`config.mk`:
```
export PLATFORM = sky130hd
export DESIGN_NAME = rlrgm_ctrl
export DESIGN_NICKNAME = d
export VERILOG_FILES = /design/src/rlrgm_pkg.sv /design/src/rlrgm_ctrl.sv
export SDC_FILE = /design/constraint.sdc
export NUM_CORES = 1
export LEC_CHECK = 0
export ABC_AREA = 1
export BUFFER_PORTS_ARGS = -buffer_cell sky130_fd_sc_hd__buf_2
export CAP_MARGIN = 10
export CORE_AREA = 5 5 42 44
export CTS_CLUSTER_SIZE = 28
export DETAILED_ROUTE_END_ITERATION = 8
export DIE_AREA = 0 0 47 49
export PLACE_DENSITY = 0.48
export SYNTH_ARGS = -nofsm -noshare
export SYNTH_HDL_FRONTEND = slang
export SYNTH_SLANG_ARGS = --single-unit
```
`constraint.sdc`:
```
create_clock -name clk -period 1.14 [get_ports clk]
set_input_delay 0.057 -clock clk [delete_from_list [all_inputs] [get_ports clk]]
set_output_delay 0.057 -clock clk [all_outputs]
set_load 0.01 [all_outputs]
```
`src/rlrgm_pkg.sv`:
```
// Shared constants, codes and types of the ring resampler / gain mixer.
// No dependencies; the other files but rlrgm_ram refer to it, by scoped names or, in the testbench, by import.
package rlrgm_pkg;

  // Ring geometry (power of two). The position counters carry one extra wrap bit.
  localparam int RING_FRAMES = 4096;
  localparam int RING_AW     = $clog2(RING_FRAMES);
  localparam int CNT_W       = RING_AW + 1;

  // Field widths
  localparam int ACT_W      = 3;
  localparam int SAMP_W     = 16;
  localparam int FRAME_W    = 2 * SAMP_W;
  localparam int SUM_W      = 32;
  localparam int STEP_W     = 20;
  localparam int GAIN_W     = 15;
  localparam int FRAC_W     = 16;
  localparam int T_W        = FRAC_W - 1;
  localparam int PHACC_W    = STEP_W + 1;
  localparam int ADV_W      = PHACC_W - FRAC_W;
  localparam int CFG_IDX_W  = 1;
  localparam int CFG_DATA_W = STEP_W;

  // Action codes
  localparam logic [ACT_W-1:0] ACT_PUSH  = 3'd0;
  localparam logic [ACT_W-1:0] ACT_MIX   = 3'd1;
  localparam logic [ACT_W-1:0] ACT_START = 3'd2;
  localparam logic [ACT_W-1:0] ACT_END   = 3'd3;
  localparam logic [ACT_W-1:0] ACT_STOP  = 3'd4;

  // Configuration register indexes
  localparam logic [CFG_IDX_W-1:0] CFG_STEP = 1'd0;
  localparam logic [CFG_IDX_W-1:0] CFG_GAIN = 1'd1;

  // Register reset values: unity step, unity gain
  localparam logic [STEP_W-1:0] STEP_RESET = 20'd65536;
  localparam logic [GAIN_W-1:0] GAIN_RESET = 15'd16384;

  // Controller states
  typedef enum logic [2:0] {
    S_IDLE,
    S_EXEC,
    S_DIFF,
    S_MUL1,
    S_MUL2,
    S_FIN
  } state_t;

  // Controller to datapath commands
  typedef struct packed {
    logic capture;
    logic exec;
    logic diff;
    logic mul1;
    logic mul2;
    logic load_out;
  } dp_cmd_t;

  // Datapath to controller status
  typedef struct packed {
    logic mix_go;
  } dp_status_t;

endpackage

```
`src/rlrgm_ctrl.sv`:
```
// Controller: sequences one item through accept, execute, interpolation and
// result load, and owns the result valid flag. Depends on rlrgm_pkg.
module rlrgm_ctrl (
  input  logic                  clk,
  input  logic                  rst_n,
  input  logic                  in_valid,
  output logic                  in_ready,
  input  logic                  out_ready,
  output logic                  out_valid,
  input  rlrgm_pkg::dp_status_t status,
  output rlrgm_pkg::dp_cmd_t    cmd
);

  rlrgm_pkg::state_t state_r, state_nxt;
  logic out_valid_r, out_valid_nxt;
  logic out_free;

  assign out_free  = !out_valid_r || out_ready;
  assign out_valid = out_valid_r;

  // Next state
  always_comb begin
    state_nxt = state_r;
    unique case (state_r)
      rlrgm_pkg::S_IDLE: if (in_valid) state_nxt = rlrgm_pkg::S_EXEC;
      rlrgm_pkg::S_EXEC: state_nxt = status.mix_go ? rlrgm_pkg::S_DIFF : rlrgm_pkg::S_FIN;
      rlrgm_pkg::S_DIFF: state_nxt = rlrgm_pkg::S_MUL1;
      rlrgm_pkg::S_MUL1: state_nxt = rlrgm_pkg::S_MUL2;
      rlrgm_pkg::S_MUL2: state_nxt = rlrgm_pkg::S_FIN;
      rlrgm_pkg::S_FIN:  if (out_free) state_nxt = rlrgm_pkg::S_IDLE;
      default:           state_nxt = rlrgm_pkg::S_IDLE;
    endcase
  end

  // Outputs and commands
  always_comb begin
    in_ready     = 1'b0;
    cmd          = '0;
    unique case (state_r)
      rlrgm_pkg::S_IDLE: begin
        in_ready    = 1'b1;
        cmd.capture = in_valid;
      end
      rlrgm_pkg::S_EXEC: cmd.exec     = 1'b1;
      rlrgm_pkg::S_DIFF: cmd.diff     = 1'b1;
      rlrgm_pkg::S_MUL1: cmd.mul1     = 1'b1;
      rlrgm_pkg::S_MUL2: cmd.mul2     = 1'b1;
      rlrgm_pkg::S_FIN:  cmd.load_out = out_free;
      default: ;
    endcase
  end

  // Result valid: set on load, drop on transfer
  always_comb begin
    out_valid_nxt = out_valid_r;
    if (cmd.load_out) begin
      out_valid_nxt = 1'b1;
    end else if (out_ready) begin
      out_valid_nxt = 1'b0;
    end
  end

  always_ff @(posedge clk) begin
    if (!rst_n) begin
      state_r     <= rlrgm_pkg::S_IDLE;
      out_valid_r <= 1'b0;
    end else begin
      state_r     <= state_nxt;
      out_valid_r <= out_valid_nxt;
    end
  end

endmodule

```
==> run_results.csv <==
group,metric,value,unit
run_status,outcome,"finished clean",
synth,synthAdderAreaFrac,0,%
power,ir_drop,0.000493,V
layout,ff_latch_area,86.3,sq um
setup_path,crit_path_start_kind,"register",
synth,ys_warn_count,0,
floorplanning,die_y,49,microns
setup_path,startpoint,"state_r[1]",
grt,antenna_found_initial,0,
sta,finalHoldViolCount,0,
layout,diodes,0,
cts,clk_pin_slew_worst_paths,40,ps
layout,fillers,166,
layout,finalNetCount,61,
worst_hold_path,holdCritStartpoint,"rst_n",
setup_path,ff2ff_path_depth,5,
synth,synth_top_family_by_area,"simple AND/OR/NAND/NOR gates",
sta,report.final.slew_viol_count,0,
placed_design,postPlaceCellArea,339,sq um
setup_path,reg2reg_to,"state_r[2]",
detailed_routing,routed-via-count,279,
worst_hold_path,hold_path_class,"input pin to register",
detailed_routing,vias_per_cell,3.99,
cts,insertion_delay,240,ps
floorplanning,die_w,47,microns
synth,seq_area_frac_synth,29.5,%
cts,cts_buffer_depth,2,
synth,synth_seq_cells,4,
placed_design,port_buffers,12,
cts,cts_hold_buf,0,
cts,cts_buffers,3,
synth,synth.top_cells.by_area,"dfxtp_1 29%, inv_1 12%, nor2_2 6.9%",
worst_hold_path,hold_end,"state_r[2]",
power,p_per_area,1370,nW/um^2
sta,setup_viol,0,
power,intPower,341,uW
detailed_routing,dr.pass1.iters,4,
power,seqPwrFrac,36.7,%
detailed_routing,drc,0,
layout,multi_input_area,149,sq um
grt,overflow,0,
synth,synth_cell_types,18,
layout,area_growth,39.6,%
synth,synthSimpleGateAreaFrac,38.2,%
floorplanning,core,1400,sq um
layout,drive_gt1_share,53.7,%
synth,synth_top_area_share,29.5,%
synth,synth_xor_area_share,0,%
power,power.share.clock,33.6,%
setup_path,crit_path_end_kind,"primary output",
setup_path,reg2reg_setup_slack,180,ps
cts,post_cts_resized,2,
placed_design,dp_hpwl,519,microns
floorplanning,io_pins,13,
detailed_routing,finalWirelength,626,microns
cts,h-tree-depth,1,
sta,worst_slack,71.8,ps
sta,finalCriticalPeriod,1070,ps
synth,yosysTopAreaCell,"dfxtp_1",
sta,holdWs,50.3,ps
flow_run,cap_viol_max_count,0,
setup_path,cp_data_arrival_time,1010,ps
cts,post_cts_buffers,0,
sta,min_period_over_period,93.7,%
worst_hold_path,holdPathStages,3,
floorplanning,rows,14,
floorplanning,start_util,19.4,%
cts,clock-sinks,4,
setup_path,path_class,"register to primary output",
detailed_routing,postRouteAntennaNets,0,
sta,slew_headroom,88.5,%
synth,synth_cells,41,
synth,synth_nets,46,
sta,fin_skew,7.87,ps
power,switching_share,34.4,%
grt,grt_max_degree,9,
cts,tritoncts,"built",
grt,grt_pass1_wl,966,microns
synth,muxShareOfSynthArea,0,%
grt,first_global_vias,243,
power,switchingPower,179,uW
power,combPwrFrac,29.7,%
grt,track_usage,6.26,%
floorplanning,dieArea,2300,sq um
detailed_routing,drt_iter0_drc,4,
sta,fmaxAchievable,936,MHz
placed_design,place_congestion,0.633,
synth,syn_area,272,sq um
setup_path,r2r-start,"state_r[2]",
cts,cts-root-buf,"clkbuf_4",
synth,synth_compound_area_share,12.4,%
sta,tightest_slew,173,ps
power,leakage,0.210,nW
power,p_total,520,uW
layout,fin_area,379,sq um
detailed_routing,avgRoutedWirePerCell,8.94,microns
sta,fin_setup_tns,0,ps
synth,postSynthAreaPerCell,6.62,sq um
placed_design,place_ws,85.7,ps
setup_path,required,1080,ps
setup_path,timing.critical_path.fanout_max,4,
cell usage in the layout, fill, tap and decap left out:
cell type	n
dfxtp_4	1
o21ai_1	1
clkbuf_4	3
nand2_1	4
nor2_1	3
a21oi_1	2
nor2_4	1
nand3_1	3
o21ai_0	1
nor2_2	3
nand3_4	1
dfxtp_1	1
nand4_1	1
buf_2	12
dfxtp_2	2
a21oi_2	2
nand2_2	1
inv_2	2
nor3_2	1
inv_1	9
power groups by stage:
stage	registers (mW)	logic, mW	clock network (mW)
floorplan	0.169	0.119	0
global placement	0.185	0.151	0
detailed placement	0.185	0.153	0
CTS	0.185	0.154	0.181
global route	0.194	0.173	0.202
finish	0.191	0.154	0.175
Yosys cell counts:
library cell	instances
nor3_2	1
buf_4	1
nand4_1	1
a21oi_2	1
inv_2	2
nand2_2	1
nand2_1	4
a21oi_1	3
nor2_1	3
o21ai_1	1
nor2_2	3
inv_1	9
nor2_4	1
dfxtp_1	4
buf_2	1
o21ai_0	1
nand3_1	3
nand3_2	1
critical path, cell delays in order (launching register included):
cell and delay, ps:
dfxtp_2 330, inv_2 110, nand3_4 100, a21oi_2 110, buf_2 130
how the worst max path moves through the flow:
stage / endpoint / slack, ps / cells past startpoint
detailed placement: state_r[0] / 90 / 5
global placement: state_r[0] / 100 / 5
CTS: cmd[0] / 10 / 4
floorplan: state_r[0] / 190 / 6
finish: cmd[0] / 70 / 4
global route: cmd[5] / -2 / 4
final cells by class:
cell class / instances / area share (%)
multi-input combinational: 24 / 39.3
tap: 16 / 5.28
inverter: 11 / 10.9
sequential: 4 / 22.8
timing repair buffer: 12 / 15.8
clock buffer: 3 / 5.94
flip-flops by register name, summed over array words and instances (netlist names):
name	cells
state_r	3
out_valid	1
layer usage:
layer  up-vias  global-route usage (%)  wire, microns
li1        152                       -              -
met1       118                    5.70            247
met2         7                    8.82            320
met3         2                    4.43             52
met4         0                    5.53              6
met5         -                       0              0
per-stage QoR:
step,instances,utilization (%)
after global routing,70,27.1
after floorplan,41,-
after detailed placement,67,24.2
final,70,27.1
after global placement,67,24.2
after CTS,70,26.0
logic make-up after synthesis:
kind of cell / count (synthesis)
buf+inv: 13
compound gates: 6
flops: 4
simple gates: 18
Note: power is estimated with default switching activity, not from simulation.
